$ cat config.mk
export PLATFORM = sky130hd
export DESIGN_NAME = calendar_date_add_days
export DESIGN_NICKNAME = d
export VERILOG_FILES = /design/src/rtl/cdad_pkg.sv /design/src/rtl/cdad_ctrl.sv /design/src/rtl/cdad_dp.sv /design/src/rtl/calendar_date_add_days.sv
export SDC_FILE = /design/constraint.sdc
export NUM_CORES = 1
export LEC_CHECK = 0
export ABC_AREA = 1
export BUFFER_PORTS_ARGS = -buffer_cell sky130_fd_sc_hd__buf_4
export CAP_MARGIN = 25
export CORE_ASPECT_RATIO = 1.25
export CORE_MARGIN = 2
export CORE_UTILIZATION = 60
export DETAILED_ROUTE_END_ITERATION = 6
export GPL_ROUTABILITY_DRIVEN = 0
export GPL_TIMING_DRIVEN = 0
export PLACE_DENSITY = 0.8
export SLEW_MARGIN = 20
export SYNTH_ARGS = -nofsm -noshare
export SYNTH_HDL_FRONTEND = slang
export SYNTH_SLANG_ARGS = --single-unit
$ cat constraint.sdc
create_clock -name clk -period 4.7 [get_ports clk]
set_input_delay 0.47 -clock clk [delete_from_list [all_inputs] [get_ports clk]]
set_output_delay 0.47 -clock clk [all_outputs]
set_load 0.02 [all_outputs]
$ cat src/rtl/cdad_pkg.sv
package cdad_pkg;

  localparam int DayW   = 5;
  localparam int MonthW = 4;
  localparam int YearW  = 14;
  localparam int CountW = 15;

  // year / 100 by reciprocal: exact for every 14-bit year
  localparam int RecipW     = 13;
  localparam int RecipShift = 19;
  localparam int ProdW      = YearW + RecipW;
  localparam int QuotW      = ProdW - RecipShift;
  localparam int RemW       = 7;

  localparam logic [RecipW-1:0] RECIP_100  = RecipW'(5243);
  localparam logic [YearW-1:0]  YEAR_MAX   = YearW'(9999);
  localparam logic [MonthW-1:0] MONTH_JAN  = MonthW'(1);
  localparam logic [MonthW-1:0] MONTH_FEB  = MonthW'(2);
  localparam logic [MonthW-1:0] MONTH_DEC  = MonthW'(12);
  localparam logic [RemW-1:0]   REM_LAST   = RemW'(99);
  localparam logic [DayW-1:0]   DAY_FIRST  = DayW'(1);
  localparam logic [DayW-1:0]   FEB_LEAP   = DayW'(29);

  localparam logic [DayW-1:0] MONTH_LEN [13] = '{
    5'd0, 5'd31, 5'd28, 5'd31, 5'd30, 5'd31, 5'd30,
    5'd31, 5'd31, 5'd30, 5'd31, 5'd30, 5'd31
  };

  typedef struct packed {
    logic load;
    logic check;
    logic step;
    logic publish;
  } cmd_t;

  typedef struct packed {
    logic done;
  } sts_t;

  function automatic logic [DayW-1:0] month_days(input logic [MonthW-1:0] m,
                                                 input logic leap);
    logic [DayW-1:0] len;
    len = '0;
    if (m == MONTH_FEB && leap) begin
      len = FEB_LEAP;
    end else if (m <= MONTH_DEC) begin
      len = MONTH_LEN[m];
    end
    return len;
  endfunction

endpackage

$ cat src/rtl/cdad_ctrl.sv
module cdad_ctrl (
  input  logic            clk,
  input  logic            rst,
  input  logic            in_valid,
  output logic            in_stall,
  output logic            out_valid,
  input  logic            out_stall,
  input  cdad_pkg::sts_t  sts,
  output cdad_pkg::cmd_t  cmd
);

  typedef enum logic [3:0] {
    IDLE  = 4'b0001,
    CHECK = 4'b0010,
    STEP  = 4'b0100,
    FIN   = 4'b1000
  } state_t;

  state_t state;
  state_t state_next;
  logic   out_free;

  assign in_stall = (state != IDLE);
  assign out_free = !out_valid || !out_stall;

  always_comb begin
    state_next = state;
    cmd        = '0;
    unique case (state)
      IDLE: begin
        if (in_valid) begin
          cmd.load   = 1'b1;
          state_next = CHECK;
        end
      end
      CHECK: begin
        cmd.check  = 1'b1;
        state_next = STEP;
      end
      STEP: begin
        if (sts.done) begin
          state_next = FIN;
        end else begin
          cmd.step = 1'b1;
        end
      end
      FIN: begin
        if (out_free) begin
          cmd.publish = 1'b1;
          state_next  = IDLE;
        end
      end
      default: state_next = IDLE;
    endcase
  end

  always_ff @(posedge clk) begin
    if (rst) begin
      state     <= IDLE;
      out_valid <= 1'b0;
    end else begin
      state <= state_next;
      if (cmd.publish) begin
        out_valid <= 1'b1;
      end else if (!out_stall) begin
        out_valid <= 1'b0;
      end
    end
  end

endmodule

$ cat src/rtl/cdad_dp.sv
module cdad_dp (
  input  logic                          clk,
  input  cdad_pkg::cmd_t                cmd,
  output cdad_pkg::sts_t                sts,
  input  logic [cdad_pkg::DayW-1:0]     start_day,
  input  logic [cdad_pkg::MonthW-1:0]   start_month,
  input  logic [cdad_pkg::YearW-1:0]    start_year,
  input  logic [cdad_pkg::CountW-1:0]   days_to_add,
  output logic [cdad_pkg::DayW-1:0]     end_day,
  output logic [cdad_pkg::MonthW-1:0]   end_month,
  output logic [cdad_pkg::YearW-1:0]    end_year,
  output logic                          input_invalid,
  output logic                          year_overflow
);

  logic [cdad_pkg::DayW-1:0]   d;
  logic [cdad_pkg::MonthW-1:0] m;
  logic [cdad_pkg::YearW-1:0]  y;
  logic [cdad_pkg::CountW-1:0] n;
  logic [cdad_pkg::QuotW-1:0]  q;
  logic [cdad_pkg::RemW-1:0]   r100;
  logic [1:0]                  q4;
  logic                        invalid;
  logic                        ovf;

  logic [cdad_pkg::ProdW-1:0]  prod;
  logic [cdad_pkg::YearW:0]    hundreds;
  logic [cdad_pkg::YearW:0]    rem_wide;
  logic [cdad_pkg::RemW-1:0]   rem_c;
  logic                        leap;
  logic [cdad_pkg::DayW-1:0]   mlen;
  logic                        bad;

  assign prod     = cdad_pkg::ProdW'(start_year) * cdad_pkg::ProdW'(cdad_pkg::RECIP_100);
  assign hundreds = (cdad_pkg::YearW+1)'(q) * (cdad_pkg::YearW+1)'(100);
  assign rem_wide = (cdad_pkg::YearW+1)'(y) - hundreds;
  assign rem_c    = rem_wide[cdad_pkg::RemW-1:0];

  // leap: y%4 == 0 and (y%100 != 0 or (y/100)%4 == 0)
  always_comb begin
    if (cmd.check) begin
      leap = (y[1:0] == 2'b00) && ((rem_c != '0) || (q[1:0] == 2'b00));
    end else begin
      leap = (y[1:0] == 2'b00) && ((r100 != '0) || (q4 == 2'b00));
    end
  end

  assign mlen = cdad_pkg::month_days(m, leap);
  assign bad  = (m == '0) || (m > cdad_pkg::MONTH_DEC) || (y > cdad_pkg::YEAR_MAX) ||
                (d == '0) || (d > mlen);

  assign sts.done = (n == '0) || ovf || invalid;

  always_ff @(posedge clk) begin
    if (cmd.load) begin
      d       <= start_day;
      m       <= start_month;
      y       <= start_year;
      n       <= days_to_add;
      q       <= prod[cdad_pkg::ProdW-1:cdad_pkg::RecipShift];
      ovf     <= 1'b0;
      invalid <= 1'b0;
    end
    if (cmd.check) begin
      r100    <= rem_c;
      q4      <= q[1:0];
      invalid <= bad;
    end
    if (cmd.step) begin
      n <= n - cdad_pkg::CountW'(1);
      if (d == mlen) begin
        if (m == cdad_pkg::MONTH_DEC) begin
          if (y == cdad_pkg::YEAR_MAX) begin
            ovf <= 1'b1;
          end else begin
            y <= y + cdad_pkg::YearW'(1);
            m <= cdad_pkg::MONTH_JAN;
            d <= cdad_pkg::DAY_FIRST;
            if (r100 == cdad_pkg::REM_LAST) begin
              r100 <= '0;
              q4   <= q4 + 2'd1;
            end else begin
              r100 <= r100 + cdad_pkg::RemW'(1);
            end
          end
        end else begin
          m <= m + cdad_pkg::MonthW'(1);
          d <= cdad_pkg::DAY_FIRST;
        end
      end else begin
        d <= d + cdad_pkg::DayW'(1);
      end
    end
    if (cmd.publish) begin
      end_day       <= d;
      end_month     <= m;
      end_year      <= y;
      input_invalid <= invalid;
      year_overflow <= ovf;
    end
  end

endmodule

$ cat src/rtl/calendar_date_add_days.sv
// Channel  Handshake                 Payload
// in       in_valid / in_stall       start_day, start_month, start_year, days_to_add
// out      out_valid / out_stall     end_day, end_month, end_year, input_invalid,
//                                    year_overflow
//
// One request at a time: load on acceptance, then one date check, one step per
// day added, one state to end the stepping, and a publish that waits while a
// result already held in the output register is stalled.
// An invalid date or passing 31 Dec 9999 ends the stepping early.
// The result register frees the stepper, so the next request is taken
// while a result waits under out_stall. rst is synchronous and clears control only.
module calendar_date_add_days (
  input  logic                          clk,
  input  logic                          rst,
  input  logic                          in_valid,
  output logic                          in_stall,
  input  logic [cdad_pkg::DayW-1:0]     start_day,
  input  logic [cdad_pkg::MonthW-1:0]   start_month,
  input  logic [cdad_pkg::YearW-1:0]    start_year,
  input  logic [cdad_pkg::CountW-1:0]   days_to_add,
  output logic                          out_valid,
  input  logic                          out_stall,
  output logic [cdad_pkg::DayW-1:0]     end_day,
  output logic [cdad_pkg::MonthW-1:0]   end_month,
  output logic [cdad_pkg::YearW-1:0]    end_year,
  output logic                          input_invalid,
  output logic                          year_overflow
);

  cdad_pkg::cmd_t cmd;
  cdad_pkg::sts_t sts;

  cdad_ctrl u_ctrl (
    .clk       (clk),
    .rst       (rst),
    .in_valid  (in_valid),
    .in_stall  (in_stall),
    .out_valid (out_valid),
    .out_stall (out_stall),
    .sts       (sts),
    .cmd       (cmd)
  );

  cdad_dp u_dp (
    .clk           (clk),
    .cmd           (cmd),
    .sts           (sts),
    .start_day     (start_day),
    .start_month   (start_month),
    .start_year    (start_year),
    .days_to_add   (days_to_add),
    .end_day       (end_day),
    .end_month     (end_month),
    .end_year      (end_year),
    .input_invalid (input_invalid),
    .year_overflow (year_overflow)
  );

endmodule
* After elaboration in Yosys (flattened, before gate mapping) *
Memories as Yosys holds them, arrays and structs flattened.
Index checks and enable logic that the tools add are counted.

storage, ports and cells
  memory bits (read-only) = 80
  flip-flop bits (word level) = 87
  input port bits = 42
  output and inout port bits = 27
  memories = 1

cells by class
  magnitude comparators = 5
  bitwise gates (word level) = 1
  reductions and logical operators = 25
  eq/ne operators = 14
  muxes and demuxes = 54
  multipliers = 2
  add/subtract/negate cells = 7

memories
  name             words  width  rd ports  clocked after memory_dff  wr ports  line            RTL
  (no name shown)  16     5      1         0                         0         cdad_pkg.sv:47  len = MONTH_LEN[m];

operators with widths
  cell                                                                   count
  14-bit two-way mux                                                     5
  5-bit two-way mux                                                      9
  7-bit two-way mux                                                      6
  4-bit two-way mux                                                      8
  15-bit two-way mux                                                     2
  14-bit by 13-bit multiplier with 27-bit output, second input constant  1
  1-bit two-way mux                                                      17
  4-bit one-hot mux with 4 select lines                                  1
  15-bit logical NOT                                                     1
  15-bit by 1-bit subtractor with 15-bit output, second input constant   1
  14-bit by 1-bit adder with 14-bit output, second input constant        1
  14-bit equality test, second input constant                            1
  14-bit greater-than comparator, second input constant                  1
  7-bit nonzero test                                                     2
  2-bit two-way mux                                                      6
  1-bit logical OR                                                       9
  4-bit by 2-bit equality test with 1-bit output, second input constant  2
  4-bit equality test, second input constant                             2
  8-bit by 5-bit multiplier with 5-bit output, second input constant     1
  7-bit by 1-bit adder with 7-bit output, second input constant          1
  7-bit equality test, second input constant                             1
  7-bit subtractor                                                       1
  2-bit logical NOT                                                      3
  5-bit by 1-bit adder with 5-bit output, second input constant          1
  19 further kinds                                                       25

* Logic depth before layout (Yosys ltp) *
  depth in word-level cells = 11
  gate-level depth with buffers = 22
  depth with buffers taken out = 22

* Cells and area by module *
From an unflattened synthesis, not the netlist that was laid out.

second synthesis, totals
  cells, all modules = 995
  area, all modules = 8191.6 um^2

modules (own cells, without submodules)
  module     instances  area each (um^2)  cells an instance
  cdad_dp    1          7936.4            954
  cdad_ctrl  1          255.2             41

* Worst setup path after synthesis *
Ideal clock, no wire load.

  kind = input to register
  start = input start_year[4] (netlist bit)
  end = register u_dp.q[3] (netlist bit), data pin
  path buffers = 0
  stages on the path = 17
  arrival time = 3.835 ns
  slack = 0.612 ns
  required time = 4.447 ns
  cell sequence = inv_1 > fa_1 > inv_1 > ha_1 > fa_1 > inv_1 > fa_1 > fa_1 > inv_1 > ha_1 > a21o_1 > inv_1 > o21bai_1 > o21ai_0 > nand3_1 > nand2_1 > nand2_1

between the ends
  longest elaborated chain between the ends = 1

ends and longest elaborated chain
  element                                         line                          RTL
  start: declaration                              calendar_date_add_days.sv:19  input logic [cdad_pkg::YearW-1:0] start_year,
  14-bit by 13-bit multiplier with 27-bit output  cdad_dp.sv:34                 assign prod = cdad_pkg::ProdW'(start_year) * cdad_pkg::ProdW'(cdad_pkg::RECIP_100);
  net u_dp.prod (one bit)                         cdad_dp.sv:26                 logic [cdad_pkg::ProdW-1:0] prod;
  end signal: assignment                          cdad_dp.sv:60                 q <= prod[cdad_pkg::ProdW-1:cdad_pkg::RecipShift];
  end: declaration                                cdad_dp.sv:20                 logic [cdad_pkg::QuotW-1:0] q;

The timed path passes the listed nets, and every way through them passes these cells.
A chain may end at the register's enable or synchronous reset.

* Worst setup path after layout *
  start = input start_year[10] (netlist bit)
  end = register u_dp.q[4] (netlist bit), data pin

Same word-level chain as after synthesis.

==> impl_metrics.csv <==
group,metric,value,unit
route,drc_errors,0,
status,outcome,"complete, no violations",
floorplan,rows,47,
setup_path,crit_arrival,4.41,ns
cells_and_area,fin_area,9270,µm²
floorplan,die_y,135,µm
synth,ys_ff_latch,84,
job,drv_cap,0,
cells_and_area,layout_common_cells,"nand2_1 (238), inv_1 (200), ha_1 (109)",
global_routing,grt_use_met1,29.4,%
min_path,hold_end,"u_ctrl.state[2]",
setup_path,critPathKind,"in -> reg",
global_routing,grtUsageMet2,53.7,%
synth,synth_nets,1214,
global_routing,grt.busiest_layer,"met2",
synth,yosysUniqueCellTypes,42,
cells_and_area,layout_commonest_cell,"nand2_1",
global_routing,overflow,0,
route,drtPass1Iterations,5,
route,antenna_left,0,
global_routing,grt_pass1_vias,7014,
placed_design,portBuffers,68,
setup_path,r2r_cells,22,
setup_path,r2r_start,"u_dp.y[2]",
cts,root_buffer,"clkbuf_16",
floorplan,start_util,61.7,%
floorplan,die-area,14600,µm²
route,wl,19200,µm
min_path,worst_hold_path_type,"in -> reg",
cts,clk_latency,0.35,ns
cts,cts-hold-fix-buffers,0,
placed_design,dp_hpwl,15600,µm
min_path,min_from,"rst",
synth,syn_area_per_cell,8.20,µm²
cells_and_area,final_cells,1256,
sta,drv_slew,0,
cts,htreeDepth,3,
setup_path,r2r_end,"u_dp.y[10]",
sta,fin_worst_skew,0.00931,ns
min_path,whs_path_depth,2,
cts,cts_setup_buffers,0,
setup_path,critPathRequiredTime,4.80,ns
cts,clockBufferDepth,2,
floorplan,ios,69,
cells_and_area,drive_gt1_share,12.2,%
sta,setup-tns-final,0,ns
sta,slew-limit-headroom,55.7,%
floorplan,die_w,109,µm
cells_and_area,diodes,0,
global_routing,antenna_found_initial,0,
sta,setup_ws,0.387,ns
pwr,irDropWorstVdd,499,µV
sta,clock.fmax,232,MHz
cts,path_clk_slew,0.07,ns
placed_design,place_area,8950,µm²
synth,yosysSeqAreaShare,26.1,%
synth,yosysWarningCount,0,
pwr,power_density,493,nW/µm²
pwr,p_leak,4.76,nW
sta,finalSetupViolations,0,
sta,period_needed,4.31,ns
setup_path,path_max_fanout,7,
sta,finalCritPeriodShare,91.8,%
setup_path,reg2reg_setup_slack,0.96,ns
route,via_per_inst,5.41,
placed_design,dp_cells,1240,
cts,clock_sinks,84,
cts,cts_tree,"built",
setup_path,critical_path.startpoint_type,"primary input",
synth,syn_inst,1000,
setup_path,critPathCaptureType,"flop",
floorplan,core,13300,µm²
synth,syn_area,8200,µm²
sta,hold_violations,0,
cells_and_area,area_growth,13.1,%
cells_and_area,nFillCells,1058,
global_routing,grtUsageMet3,3.04,%
route,first_iter_violations,356,
cts,cts_buffers,9,
route,post_drt_wl_per_cell,15.3,µm
pwr,fin_total_pwr,4.57,mW
sta,worstMarginPinSlew,0.663,ns
synth,synthFlopType,"edfxtp_1",
sta,rsz0062_at_grt,"no",
cts,cts_resized,0,
global_routing,grt_max_degree,17,
global_routing,grt_pass1_wl,32000,µm
global_routing,track_usage,28.1,%
synth,synth_edf_count,46,
synth,synthArstFlopShare,0,%
route,dr_total_vias,6791,
placed_design,pre_cts_ws,0.0668,ns
cells_and_area,nets,1294,
## cell type report
class,count,area (µm²),area share [%]
Buffer,15,103,1.11
Clock buffer,9,225,2.43
Clock inverter,7,97.6,1.05
Inverter,205,772,8.33
Multi-Input combinational cell,696,5190,56.0
Sequential cell,84,2140,23.1
Tap cell,171,214,2.31
Timing Repair Buffer,69,526,5.67
## report_power, final
part | leakage [nW] | internal [mW] | total, mW | switching, mW
Combinational | 3.86 | 1.07 | 2.74 | 1.68
Sequential | 0.744 | 0.929 | 1.06 | 0.131
Clock | 0.154 | 0.469 | 0.773 | 0.303
## synth_stat cells (4+ instances only)
master,n,area (µm²)
a21oi_1,24,120
buf_4,5,37.5
dfxtp_1,38,761
edfxtp_1,46,1380
fa_1,63,1260
ha_1,109,1360
inv_1,200,751
inv_2,4,15.0
nand2_1,238,893
nand2_2,5,31.3
nand3_1,48,240
nand4_1,9,56.3
nor2_1,52,195
nor2_4,5,56.3
nor3_1,12,60.1
o21ai_0,47,235
o21ai_1,12,60.1
o21ai_2,8,70.1
o21bai_1,4,30.0
or2_2,4,25.0
xnor2_1,10,87.6
xor2_1,21,184
## kinds of logic (layout without fill, tap and decap cells)
logic type | after synthesis | after routing | share of synthesized area [%]
AND/OR/NAND/NOR | 386 | 386 | 20.4
adder cells (fa/ha/maj) | 172 | 172 | 32.0
XOR/XNOR | 31 | 31 | 3.31
AO/OA/AOI/OAI | 107 | 107 | 7.40
flip-flops | 84 | 84 | 26.1
buffers and inverters | 220 | 305 | 10.7
## state kept, by name, indices dropped and copies added (netlist names), 2 cells and up
name / cells
u_dp.d: 5
u_dp.n: 15
u_dp.end_year: 14
u_dp.m: 4
u_dp.y: 14
u_dp.end_month: 4
u_dp.r100: 7
u_dp.q4: 2
u_ctrl.state: 4
u_dp.end_day: 5
u_dp.q: 5
## how the worst max path moves through the flow
stage | start | endpoint | depth (start not counted)
2_1_floorplan | start_year[4] | u_dp.q[3] | 17
3_3_place_gp | start_year[10] | u_dp.q[4] | 17
3_5_place_dp | start_year[10] | u_dp.q[4] | 17
4_1_cts | start_year[10] | u_dp.q[4] | 17
5_1_grt | start_year[10] | u_dp.q[4] | 17
6_report | start_year[10] | u_dp.q[4] | 17
## worst max-delay path, stage by stage
cell	delay [ns]
buf_4	0.17
fa_1	0.54
ha_1	0.32
inv_1	0.05
fa_1	0.48
inv_1	0.06
fa_1	0.53
inv_1	0.06
fa_1	0.59
inv_1	0.06
ha_1	0.33
a21oi_1	0.21
o21ai_0	0.14
a21oi_1	0.21
nand3_1	0.10
nand2_1	0.06
nand2_1	0.05
## per-stage QoR
stage	hold WS, ns	util [%]
after floorplan	0.407	-
after global placement	0.417	67.1
after detailed placement	0.433	67.3
after CTS	0.305	69.7
after global routing	0.308	69.7
final	0.306	69.7
## metal layers
layer	vias up	share of wire (%)
li1	3329	-
met1	3200	38
met2	202	53
met3	60	4.0
met4	0	5.1
met5	-	0
Power figures use the tool's default switching activity.
